<file path="src/design/htfl_pkg.sv">
`default_nettype none
// ----------------------------------------------------------------------------
// htfl_pkg: shared types and constants of the hex text flash loader
// Holds the character codes, result kinds, register indexes, reset values
// and the digit decoder used by the loader modules.
// ----------------------------------------------------------------------------
package htfl_pkg;

	// Configuration channel widths
	localparam int unsigned CFG_IDX_W  = 8;
	localparam int unsigned CFG_DATA_W = 16;

	// Register indexes
	localparam logic [CFG_IDX_W-1:0] REG_A_START = 8'd0;
	localparam logic [CFG_IDX_W-1:0] REG_A_END   = 8'd1;
	localparam logic [CFG_IDX_W-1:0] REG_B_START = 8'd2;
	localparam logic [CFG_IDX_W-1:0] REG_B_END   = 8'd3;

	// Register reset values
	localparam logic [15:0] RST_A_START = 16'h5C00;
	localparam logic [15:0] RST_A_END   = 16'hF000;
	localparam logic [15:0] RST_B_START = 16'hFD00;
	localparam logic [15:0] RST_B_END   = 16'hFFFE;

	// Write pointer value after reset
	localparam logic [15:0] RST_WPTR = 16'h5C00;

	// Special characters
	localparam logic [7:0] CHAR_AT = 8'h40;
	localparam logic [7:0] CHAR_Q  = 8'h71;

	// Result kinds
	localparam logic [1:0] KIND_ADDR  = 2'd0;
	localparam logic [1:0] KIND_WRITE = 2'd1;
	localparam logic [1:0] KIND_DROP  = 2'd2;
	localparam logic [1:0] KIND_NONE  = 2'd3;

	// Writable regions as held by the register block
	typedef struct packed {
		logic [15:0] a_start;
		logic [15:0] a_end;
		logic [15:0] b_start;
		logic [15:0] b_end;
	} region_cfg_t;

	// One result transaction
	typedef struct packed {
		logic [1:0]  word_kind;
		logic [15:0] target_address;
		logic [15:0] write_word;
		logic        image_done;
	} result_t;

	// Digit decode: bit 4 set when the character is an uppercase hex digit.
	function automatic logic [4:0] decode_digit(input logic [7:0] c);
		logic [7:0] v;
		v = 8'd0;
		if (c >= 8'h30 && c <= 8'h39) begin
			v = c - 8'd48;
			return {1'b1, v[3:0]};
		end else if (c >= 8'h41 && c <= 8'h46) begin
			v = c - 8'd55;
			return {1'b1, v[3:0]};
		end
		return 5'd0;
	endfunction

endpackage
`default_nettype wire

</file>
<file path="src/design/htfl_if.sv">
`default_nettype none
// ----------------------------------------------------------------------------
// htfl_if: channel interfaces of the hex text flash loader
// Character input, result output and configuration write channels, each
// with valid, ready and its payload.
// ----------------------------------------------------------------------------

// Character channel
interface htfl_char_if;
	logic       valid;
	logic       ready;
	logic [7:0] text_char;

	modport source (output valid, output text_char, input ready);
	modport sink   (input valid, input text_char, output ready);
endinterface

// Result channel
interface htfl_res_if;
	logic        valid;
	logic        ready;
	logic [1:0]  word_kind;
	logic [15:0] target_address;
	logic [15:0] write_word;
	logic        image_done;

	modport source (output valid, output word_kind, output target_address,
		output write_word, output image_done, input ready);
	modport sink   (input valid, input word_kind, input target_address,
		input write_word, input image_done, output ready);
endinterface

// Configuration write channel
interface htfl_cfg_if;
	logic        valid;
	logic        ready;
	logic [7:0]  index;
	logic [15:0] data;

	modport source (output valid, output index, output data, input ready);
	modport sink   (input valid, input index, input data, output ready);
endinterface
`default_nettype wire

</file>
<file path="src/design/hex_text_flash_loader_top.sv">
`default_nettype none
// ----------------------------------------------------------------------------
// hex_text_flash_loader_top: hex text image to flash write converter
// Parses a stream of ASCII characters into address loads and byte-swapped
// flash word writes, guarded by two configurable writable regions.
// ----------------------------------------------------------------------------
//  Channel   Dir  Payload                                            Role
//  chars     in   text_char[7:0]                                     image text
//  results   out  word_kind[1:0] target_address[15:0]
//                 write_word[15:0] image_done                        word results
//  cfg       in   index[7:0] data[15:0]                              region registers
//
//  One character is taken every cycle unless the result register stalls; a result
//  passes through the input register and then the result register after its
//  character is accepted, and is presented from the result register.
//  The configuration channel is always ready and takes effect on the next cycle.
//  A stalled result register holds the character stage only when that stage
//  would produce a result; the input is still taken whenever the stage is free.
//  Reset clears the digit slots and address mode and loads the default regions.
// ----------------------------------------------------------------------------
module hex_text_flash_loader_top
	import htfl_pkg::*;
(
	input  wire              clk,
	input  wire              arst_n,
	htfl_char_if.sink        chars,
	htfl_res_if.source       results,
	htfl_cfg_if.sink         cfg
);

	region_cfg_t regions;

	// Region registers
	htfl_cfg_regs u_cfg_regs (
		.clk     (clk),
		.arst_n  (arst_n),
		.cfg     (cfg),
		.regions (regions)
	);

	// Character parser and result register
	htfl_parse u_parse (
		.clk     (clk),
		.arst_n  (arst_n),
		.regions (regions),
		.chars   (chars),
		.results (results)
	);

endmodule
`default_nettype wire

</file>
<file path="src/design/htfl_cfg_regs.sv">
`default_nettype none
// ----------------------------------------------------------------------------
// htfl_cfg_regs: region configuration registers
// Holds the bounds of the two writable regions. Writes to an index beyond
// the register list are accepted and have no effect.
// ----------------------------------------------------------------------------
module htfl_cfg_regs
	import htfl_pkg::*;
(
	input  wire              clk,
	input  wire              arst_n,
	htfl_cfg_if.sink         cfg,
	output region_cfg_t      regions
);

	region_cfg_t regions_q;
	logic        wr_en;

	// The register file never stalls a write.
	assign cfg.ready = 1'b1;
	assign wr_en     = cfg.valid && cfg.ready;
	assign regions   = regions_q;

	// Register write decode
	always_ff @(posedge clk or negedge arst_n) begin
		if (!arst_n) begin
			regions_q.a_start <= RST_A_START;
			regions_q.a_end   <= RST_A_END;
			regions_q.b_start <= RST_B_START;
			regions_q.b_end   <= RST_B_END;
		end else if (wr_en) begin
			unique case (cfg.index)
				REG_A_START: regions_q.a_start <= cfg.data;
				REG_A_END:   regions_q.a_end   <= cfg.data;
				REG_B_START: regions_q.b_start <= cfg.data;
				REG_B_END:   regions_q.b_end   <= cfg.data;
				default: ;
			endcase
		end
	end

	// A write to the lower region start lands in that register.
	a_start_write: assert property (@(posedge clk) disable iff (!arst_n)
		wr_en && cfg.index == REG_A_START |=> regions_q.a_start == $past(cfg.data))
		else $error("region_a_start not updated by its write");

	// A write to the upper region end lands in that register.
	b_end_write: assert property (@(posedge clk) disable iff (!arst_n)
		wr_en && cfg.index == REG_B_END |=> regions_q.b_end == $past(cfg.data))
		else $error("region_b_end not updated by its write");

	// A write beyond the register list changes nothing.
	stray_write: assert property (@(posedge clk) disable iff (!arst_n)
		wr_en && cfg.index != REG_A_START && cfg.index != REG_A_END &&
		cfg.index != REG_B_START && cfg.index != REG_B_END |=> $stable(regions_q))
		else $error("write beyond the register list changed a region");

endmodule
`default_nettype wire

</file>
<file path="src/design/htfl_parse.sv">
`default_nettype none
// ----------------------------------------------------------------------------
// htfl_parse: character parser and flash write generator
// Registers each character, decodes it against the digit slots, the write
// pointer and the address mode, and places any result in an output register.
// ----------------------------------------------------------------------------
module htfl_parse
	import htfl_pkg::*;
(
	input  wire              clk,
	input  wire              arst_n,
	input  wire region_cfg_t regions,
	htfl_char_if.sink        chars,
	htfl_res_if.source       results
);

	// Input register
	logic        valid_s1;
	logic [7:0]  char_s1;

	// Parser state
	logic [4:0]  slots_q [4];
	logic [1:0]  pos_q;
	logic [15:0] wptr_q;
	logic        expect_q;

	// Output register
	logic        out_valid_q;
	result_t     out_q;

	// Decode and next-state signals
	logic        is_at, is_q, is_digit;
	logic [4:0]  dig;
	logic        produces, advance;
	logic [4:0]  slots_nx [4];
	logic [15:0] word;
	logic [15:0] swapped;
	logic        writable;
	result_t     res;

	// Character classes
	assign dig      = decode_digit(char_s1);
	assign is_digit = dig[4];
	assign is_at    = (char_s1 == CHAR_AT);
	assign is_q     = (char_s1 == CHAR_Q);
	assign produces = is_q || (is_digit && pos_q == 2'd3);

	// The stage moves on unless its result would land on a full output register.
	assign advance     = valid_s1 && (!produces || !out_valid_q || results.ready);
	assign chars.ready = !valid_s1 || advance;

	// Slot contents after this character and the word they form
	always_comb begin
		for (int i = 0; i < 4; i++) begin
			slots_nx[i] = slots_q[i];
		end
		if (is_digit) begin
			slots_nx[pos_q] = dig;
		end
		word = 16'd0;
		for (int i = 0; i < 4; i++) begin
			if (slots_nx[i][4]) begin
				word = {word[11:0], slots_nx[i][3:0]};
			end
		end
	end

	assign swapped  = {word[7:0], word[15:8]};
	assign writable = ((wptr_q >= regions.a_start && wptr_q < regions.a_end) ||
		(wptr_q >= regions.b_start && wptr_q < regions.b_end)) &&
		(wptr_q != regions.b_end);

	// Result of this character
	always_comb begin
		res.image_done = is_q;
		if (is_q && pos_q == 2'd0) begin
			res.word_kind      = KIND_NONE;
			res.target_address = 16'd0;
			res.write_word     = 16'd0;
		end else if (!expect_q) begin
			res.word_kind      = KIND_ADDR;
			res.target_address = word;
			res.write_word     = 16'd0;
		end else begin
			res.word_kind      = writable ? KIND_WRITE : KIND_DROP;
			res.target_address = wptr_q;
			res.write_word     = swapped;
		end
	end

	// Input register
	always_ff @(posedge clk or negedge arst_n) begin
		if (!arst_n) begin
			valid_s1 <= 1'b0;
		end else if (chars.valid && chars.ready) begin
			valid_s1 <= 1'b1;
		end else if (advance) begin
			valid_s1 <= 1'b0;
		end
	end

	always_ff @(posedge clk) begin
		if (chars.valid && chars.ready) begin
			char_s1 <= chars.text_char;
		end
	end

	// Parser state update
	always_ff @(posedge clk or negedge arst_n) begin
		if (!arst_n) begin
			for (int i = 0; i < 4; i++) begin
				slots_q[i] <= 5'd0;
			end
			pos_q    <= 2'd0;
			wptr_q   <= RST_WPTR;
			expect_q <= 1'b0;
		end else if (advance) begin
			if (is_at) begin
				expect_q <= 1'b0;
			end
			if (is_digit) begin
				slots_q[pos_q] <= dig;
				pos_q          <= pos_q + 2'd1;
			end
			if (produces && !(is_q && pos_q == 2'd0)) begin
				if (!expect_q) begin
					wptr_q   <= word;
					expect_q <= 1'b1;
				end else if (writable) begin
					wptr_q <= wptr_q + 16'd2;
				end
			end
		end
	end

	// Output register
	always_ff @(posedge clk or negedge arst_n) begin
		if (!arst_n) begin
			out_valid_q <= 1'b0;
		end else if (advance && produces) begin
			out_valid_q <= 1'b1;
		end else if (results.ready) begin
			out_valid_q <= 1'b0;
		end
	end

	always_ff @(posedge clk) begin
		if (advance && produces) begin
			out_q <= res;
		end
	end

	assign results.valid          = out_valid_q;
	assign results.word_kind      = out_q.word_kind;
	assign results.target_address = out_q.target_address;
	assign results.write_word     = out_q.write_word;
	assign results.image_done     = out_q.image_done;

	// A granted write steps the pointer by one word.
	ptr_step: assert property (@(posedge clk) disable iff (!arst_n)
		advance && produces && res.word_kind == KIND_WRITE
		|=> wptr_q == $past(wptr_q) + 16'd2)
		else $error("write pointer did not step after a write");

	// A dropped write leaves the pointer alone.
	ptr_hold: assert property (@(posedge clk) disable iff (!arst_n)
		advance && produces && res.word_kind == KIND_DROP |=> $stable(wptr_q))
		else $error("write pointer moved on a dropped write");

	// A result never overwrites one that has not been taken.
	no_overrun: assert property (@(posedge clk) disable iff (!arst_n)
		advance && produces |-> !out_valid_q || results.ready)
		else $error("result register overrun");

	// Input back-pressure only comes from a stalled output register.
	stall_cause: assert property (@(posedge clk) disable iff (!arst_n)
		!chars.ready |-> valid_s1 && out_valid_q && !results.ready)
		else $error("input stalled without an output stall");

endmodule
`default_nettype wire
</file>
<file path="src/flat_wrapper.sv">
// flat-port wrapper written by rule: the top's interface ports become plain ports
module hex_text_flash_loader_top_flat import htfl_pkg::*;
  (clk, arst_n, chars_valid, chars_text_char, chars_ready, results_valid, results_word_kind, results_target_address, results_write_word, results_image_done, results_ready, cfg_valid, cfg_index, cfg_data, cfg_ready);
  htfl_char_if chars_i ();
  htfl_res_if results_i ();
  htfl_cfg_if cfg_i ();
  input  wire clk;
  input  wire arst_n;
  input wire logic [$bits(chars_i.valid)-1:0] chars_valid;
  input wire logic [$bits(chars_i.text_char)-1:0] chars_text_char;
  output wire logic [$bits(chars_i.ready)-1:0] chars_ready;
  output wire logic [$bits(results_i.valid)-1:0] results_valid;
  output wire logic [$bits(results_i.word_kind)-1:0] results_word_kind;
  output wire logic [$bits(results_i.target_address)-1:0] results_target_address;
  output wire logic [$bits(results_i.write_word)-1:0] results_write_word;
  output wire logic [$bits(results_i.image_done)-1:0] results_image_done;
  input wire logic [$bits(results_i.ready)-1:0] results_ready;
  input wire logic [$bits(cfg_i.valid)-1:0] cfg_valid;
  input wire logic [$bits(cfg_i.index)-1:0] cfg_index;
  input wire logic [$bits(cfg_i.data)-1:0] cfg_data;
  output wire logic [$bits(cfg_i.ready)-1:0] cfg_ready;
  assign chars_i.valid = chars_valid;
  assign chars_i.text_char = chars_text_char;
  assign chars_ready = chars_i.ready;
  assign results_valid = results_i.valid;
  assign results_word_kind = results_i.word_kind;
  assign results_target_address = results_i.target_address;
  assign results_write_word = results_i.write_word;
  assign results_image_done = results_i.image_done;
  assign results_i.ready = results_ready;
  assign cfg_i.valid = cfg_valid;
  assign cfg_i.index = cfg_index;
  assign cfg_i.data = cfg_data;
  assign cfg_ready = cfg_i.ready;
  hex_text_flash_loader_top u_core (.clk(clk), .arst_n(arst_n), .chars(chars_i), .results(results_i), .cfg(cfg_i));
endmodule
</file>
<file path="config.mk">
export PLATFORM = sky130hd
export DESIGN_NAME = hex_text_flash_loader_top_flat
export DESIGN_NICKNAME = d
export VERILOG_FILES = /design/src/design/htfl_pkg.sv /design/src/design/htfl_if.sv /design/src/design/hex_text_flash_loader_top.sv /design/src/design/htfl_cfg_regs.sv /design/src/design/htfl_parse.sv /design/src/flat_wrapper.sv
export SDC_FILE = /design/constraint.sdc
export NUM_CORES = 1
export LEC_CHECK = 0
export ABC_AREA = 1
export BUFFER_PORTS_ARGS = -buffer_cell sky130_fd_sc_hd__buf_2
export CAP_MARGIN = 10
export CORE_AREA = 3 3 126 128
export DETAILED_ROUTE_END_ITERATION = 16
export DIE_AREA = 0 0 129 131
export PLACE_DENSITY_LB_ADDON = 0.25
export SLEW_MARGIN = 30
export SYNTH_ARGS = -nofsm -noshare
export SYNTH_HDL_FRONTEND = slang
export SYNTH_HIERARCHICAL = 1
export SYNTH_SLANG_ARGS = --single-unit
export TNS_END_PERCENT = 50
</file>
<file path="constraint.sdc">
create_clock -name clk -period 3.6 [get_ports clk]
set_input_delay 0.36 -clock clk [delete_from_list [all_inputs] [get_ports clk]]
set_output_delay 0.36 -clock clk [all_outputs]
set_load 0.01 [all_outputs]
</file>
# Word level (Yosys, flattened, before mapping)
# Cells that the tools add are included.
[totals]
regBits = 148
[classes]
n_reduce_logical = 32
eq_ne = 8
magnitude_cmp = 10
bitwise = 2
muxes = 24
addsub = 4
[ops]
columns = ["cell", "n"]
rows = [
  ["two-way mux 16 bit", 5],
  ["two-way mux 34 bit", 1],
  ["greater-or-equal comparator 16 bit", 2],
  ["less-than comparator 16 bit", 2],
  ["bitwise mux 20 bit", 1],
  ["two-way mux 20 bit", 1],
  ["two-way mux 5 bit", 4],
  ["adder 16 x 2 -> 16 bit (second input constant)", 1],
  ["== test 8 x 2 -> 1 bit (second input constant)", 2],
  ["== test 8 x 7 -> 1 bit (second input constant)", 2],
  ["inequality test 16 bit", 1],
  ["logical AND 1 bit", 12],
  ["demux 5 bit (select 2 bit)", 1],
  ["AND reduction 2 bit", 5],
  ["two-way mux 1 bit", 9],
  ["== test 8 x 1 -> 1 bit (second input constant)", 1],
  ["greater-or-equal comparator 8 x 6 -> 1 bit (second input constant)", 1],
  ["greater-or-equal comparator 8 x 7 -> 1 bit (second input constant)", 1],
  ["less-or-equal comparator 8 x 6 -> 1 bit (second input constant)", 1],
  ["less-or-equal comparator 8 x 7 -> 1 bit (second input constant)", 1],
  ["logical NOT 8 bit", 1],
  ["logical OR 1 bit", 5],
  ["logical NOT 1 bit", 4],
  ["two-way mux 4 bit", 1],
  ["other kinds (14)", 15],
]

# Longest topological paths before layout
[logic_depth]
depth_word = 14
ltp_mapped = 17
mapped_depth_nobuf = 17

# By module
# The synthesis kept the hierarchy.
[by_module_without_submodules]
columns = ["mod", "area_each_um2", "seq_area_each_um2", "cells_per_inst", "n_inst"]
rows = [
  ["htfl_parse", 6102.1, 2322.2, 790, 1],
  ["htfl_cfg_regs", 2832.7, 1639.1, 297, 1],
]

# Least setup slack after synthesis
# Ideal clock, no wire load.
[synth_path]
kind = "flip-flop to flip-flop"
startpoint = "register u_core.u_parse.char_s1[0]"
endpoint = "register u_core.u_parse.wptr_q[8]"
slack_ns = 0.993
period_less_slack_ns = 2.607
stages_incl_launch_ff = 15
t_required_ns = 3.483
arrival_ns = 2.490
path_cell_list = "edfxtp_1 ha_1 o21ai_2 nand2_2 nand2_4 nand2_8 nand2_4 nand2_2 a31oi_4 nand2_1 inv_2 nand3_2 buf_2 nand2_1 nand2_1"
[synth_between]
elab_chain_cells = 12
word_cells_on_any_way = 31
cone_classes = "2 x add/sub; 4 x order compare; 1 x eq/ne; 12 x mux; 12 x reduce/logical"
[synth_lines]
columns = ["item", "line_no", "source"]
rows = [
  ["start: declaration", "htfl_parse.sv:19", "logic [7:0] char_s1;"],
  ["start signal: assignment", "htfl_parse.sv:104", "char_s1 <= chars.text_char;"],
  ["greater-or-equal comparator 8 x 7 -> 1 bit or less-or-equal comparator 8 x 7 -> 1 bit (tied branches)", "htfl_pkg.sv:61", "end else if (c >= 8'h41 && c <= 8'h46) begin"],
  ["logical AND 1 bit", "htfl_pkg.sv:61", ""],
  ["two-way mux 1 bit", "htfl_pkg.sv:61", ""],
  ["two-way mux 1 bit", "htfl_pkg.sv:58", "if (c >= 8'h30 && c <= 8'h39) begin"],
  ["two-way mux 5 bit", "htfl_pkg.sv:65", "return 5'd0;"],
  ["bitwise mux 20 bit or logical AND 1 bit (tied branches)", "htfl_parse.sv:58, htfl_parse.sv:46", ""],
  ["two-way mux 20 bit or logical OR 1 bit (tied branches)", "--", ""],
  ["two-way mux 4 bit or logical NOT 1 bit (tied branches)", "htfl_parse.sv:62, htfl_parse.sv:49", ""],
  ["two-way mux 16 bit or logical OR 1 bit (tied branches) (2 in a row)", "htfl_parse.sv:62, htfl_parse.sv:49", ""],
  ["two-way mux 16 bit or logical AND 1 bit (tied branches)", "htfl_parse.sv:62, htfl_parse.sv:49", ""],
  ["two-way mux 16 bit or AND reduction 3 bit (tied branches)", "--", ""],
  ["end signal: assignment", "htfl_parse.sv:127", "wptr_q <= word;"],
  ["end signal: assignment", "htfl_parse.sv:130", "wptr_q <= wptr_q + 16'd2;"],
  ["end: declaration", "htfl_parse.sv:24", "logic [15:0] wptr_q;"],
]
# Several ways; a longest one is shown, not always the timed one. The select of a mux whose other input is x is not followed.
# A chain may end at the register's enable or synchronous reset.

# Worst setup path after layout
[layout_path]
startpoint = "register u_core.u_parse.char_s1[0]"
endpoint = "register u_core.u_parse.wptr_q[14]"
# Same word-level chain as after synthesis.

==> reports/qor.yml <==
outcome:
  status: "complete, no violations"
power:
  power.total_w: 0.006284
  p_leak_nw: 4.868
  power_density_nw_per_um2: 627.8
  ir_drop_mv: 0.4916
cts:
  cts_buffer_depth: 2
  cts_num_sinks: 148
  insertion_delay_ps: 420
  htreeDepth: 4
  clk_pin_slew_ps: 60
  cts_tree: "yes"
  cts-root-buf: "clkbuf_16"
  cts_setup_buffers: 0
  cts_buffers: 17
global_routing:
  grt_pass1_vias: 7038
  antenna_found_initial: 0
  grt_pass1_wl_mm: 34.62
  grt_max_degree: 73
  grt_usage_pct: 26.22
  grt_overflow: 0
timing:
  drv_slew: 0
  period_needed_ps: 2689
  fin_crit_sh_pct: 74.70
  worst_pin_slew_ps: 879.5
  clock_skew_ps: 9.111
  tns_ps: 0
  setup_viol: 0
  slew-limit-headroom_pct: 41.23
  rsz0062_at_grt: "false"
  timing.fmax_ghz: 0.3719
  hold_ws_ps: 107.3
  hold_viol_final: 0
synthesis:
  async_reset_ff_share_pct: 70.95
  synth_edf_count: 43
  yosys_most_used_dff: "dfrtp_1"
  synth-seq-cells: 148
  synth_top_cell_by_area: "dfrtp_1"
  syn_area_sq_um: 8935
  yosysWarnings: 6
  syn-num-nets: 1196
  synthTopCellsByArea: "dfrtp_1 (20%), edfxtp_1 (14%), nand2_1 (14%)"
  synth_top_area_share_pct: 19.89
  synth_cells: 1087
  syn_avg_cell_area_sq_um: 8.220
  ys_seq_area_share_pct: 44.34
  synth_cell_type_count: 44
drt:
  dr.pass1.iters: 5
  antenna_left: 0
  avgRoutedWirePerCell_um: 15.75
  drt_iter0_drc: 749
  drt_wl_total_mm: 21.29
  viasPerCell: 5.554
  drcViolationCount: 0
  vias: 7509
final_layout:
  antenna_cells: 0
  fillers: 1314
  synthToLayoutAreaGrowth_pct: 12.03
  seq_area_sq_um: 3961
  final_area_sq_um: 10010
  fin_nets: 1260
  drive_above_1_share_pct: 16.84
  multi_input_area_sq_um: 4227
setup_path:
  critPathArrivalTime_ps: 3050
  r2r_setup_slack_ps: 910
  reg2reg_depth: 15
  crit_required_ps: 3960
  crit_buf_inv: 2
  r2r-start: "u_core/u_parse/char_s1[0]$_DFFE_PP_"
  crit_path_cell_trace: "inv_1 > ha_1 > o21ai_2 > nand2_2 > nand2_4 > nand2_8 > nand2_4 > nand2_2 > a31oi_4 > nand2_1 > inv_2 > nand2_2 > a21oi_4 > nand2_1 > nand2_1"
  endpoint_kind: "flip-flop"
  worstSetupPathType: "flip-flop to flip-flop"
  cp_slowest_cell: "edfxtp_1"
  rr_endpoint: "u_core/u_parse/wptr_q[14]$_DFFE_PN1P_"
  critPathTopFamily: "simple AND/OR/NAND/NOR gates"
  critPathMaxFanout: 16
  startpoint_type: "flip-flop"
  slowest_delay_ps: 420
die:
  die_h_um: 131
  rows: 45
  initial_core_util_pct: 59.66
  die_w_um: 129
  core_area_sq_um: 14980
  pin_count: 75
  die_area_sq_um: 16900
min_path:
  hold_end: "u_core/u_parse/char_s1[3]$_DFFE_PP_"
  holdCritStartpoint: "chars_text_char[3]"
  hold_path_class: "input port to flip-flop"
  hold-path-cell-count: 1
placed_design:
  dpl-instance-area_sq_um: 9354
  dp_hpwl_mm: 14.91
  port_buffers: 73
  place_congestion: 0.9351
flow_run:
  max_cap_violations: 0
stage by stage:
stage	setup slack, ps	util [%]	cells
after CTS	914.3	66.83	1352
after global placement	1020	62.46	1319
after global routing	674.1	66.83	1352
after detailed placement	946.0	62.46	1319
after floorplan	993.1	-	1087
final	910.8	66.83	1352
Yosys cell counts, types with 5 or more instances:
cell type and n:
nand2_2 18, o211ai_1 5, nand2_1 330, o22ai_1 11, a21oi_1 43, dfrtp_1 71, nand3_1 137, nor2_1 41
nor3_1 10, xor2_1 7, buf_2 13, inv_2 8, nand4_1 9, inv_1 127, clkbuf_1 8, buf_6 11
dfstp_2 34, ha_1 72, o21ai_0 38, edfxtp_1 43
worst max path at each step:
| stage | from | end | depth (start not counted) |
|---|---|---|---|
| floorplan | u_core/u_parse/char_s1[0]$_DFFE_PP_ | u_core/u_parse/wptr_q[8]$_DFFE_PN0P_ | 14 |
| detailed placement | u_core/u_parse/char_s1[0]$_DFFE_PP_ | u_core/u_parse/wptr_q[14]$_DFFE_PN1P_ | 15 |
| finish | u_core/u_parse/char_s1[0]$_DFFE_PP_ | u_core/u_parse/wptr_q[14]$_DFFE_PN1P_ | 15 |
| CTS | u_core/u_parse/char_s1[0]$_DFFE_PP_ | u_core/u_parse/wptr_q[14]$_DFFE_PN1P_ | 15 |
| global placement | u_core/u_parse/char_s1[1]$_DFFE_PP_ | u_core/u_parse/results.target_address[2]$_SDFFCE_PP0P_ | 14 |
| global route | u_core/u_parse/char_s1[1]$_DFFE_PP_ | u_core/u_parse/results.target_address[11]$_SDFFCE_PP0P_ | 14 |
logic make-up after synthesis:
family	synth area share, %
other	0.04197
buffers and inverters	8.360
xor gates and xnor gates	0.7842
and+or+nand+nor	29.06
adders and majority gates	10.08
AOI/OAI and AO/OA	7.338
DFF	44.34
where the power goes:
part	internal [W]	leakage, nW	switching, W
sequential	0.00200	1.67	0.000275
combinational	0.000755	2.89	0.00134
clock	0.00121	0.310	0.000702
total	0.00397	4.87	0.00232
cells in the final DEF (no fill, tap or decap), types with 2 or more instances in the layout:
cell type and count:
nor2_2 4, clkinv_2 2, nand2_4 4, inv_4 2, nand2_1 330, or2_1 2, inv_6 2, nor2_1 41
nor4_1 3, clkbuf_16 19, nor3_1 10, dfrtp_1 71, o21ai_1 4, o21a_1 4, nand3_2 2, a21oi_1 43
clkbuf_8 2, nor2_4 4, inv_2 8, buf_4 4, or2_2 2, ha_1 72, nand2_2 18, a31oi_1 4
clkinvlp_4 3, nand4_1 9, buf_2 72, o21ai_0 38, nand3_1 137, nand3_4 4, dfstp_2 34, xor2_1 7
bufinv_16 3, a211oi_1 2, o22ai_1 11, inv_1 127, edfxtp_1 43, o211ai_1 5
flip-flops by register name, indices dropped and copies added, names as in the netlist, 2 cells and up:
| signal | cells |
|---|---|
| u_core/u_parse/wptr_q | 16 |
| u_core/u_cfg_regs/regions | 64 |
| u_core/u_parse/results.word_kind | 2 |
| u_core/u_parse/results.target_address | 16 |
| u_core/u_parse/results.write_word | 16 |
| u_core/u_parse/slots_q | 20 |
| u_core/u_parse/char_s1 | 8 |
| u_core/u_parse/pos_q | 2 |
layer usage:
layer  global-route usage, %  share of wire (%)  vias to the layer above
met5                       0                  0                        -
met4                   7.968                1.6                        0
met3                   5.650                5.7                       39
li1                        -                  -                     3692
met1                   36.37                 45                     3534
met2                   41.68                 47                      244
final cells by class:
type                       instances  share of cell area, %
tap                              188                  2.350
clock buffer                      22                  5.063
multi-input combinational        769                  42.22
clock inverter                    10                  1.387
timing repair buffer              78                  4.200
sequential                       148                  39.58
inverter                         137                  5.200
what timing repair did:
| action | CTS | global route |
|---|---|---|
| resized for setup | 0 | 0 |
| hold buffers | 1 | 0 |
| endpoints found under the hold margin | 13 | 0 |
No activity file was read; power rests on OpenSTA's default activity.
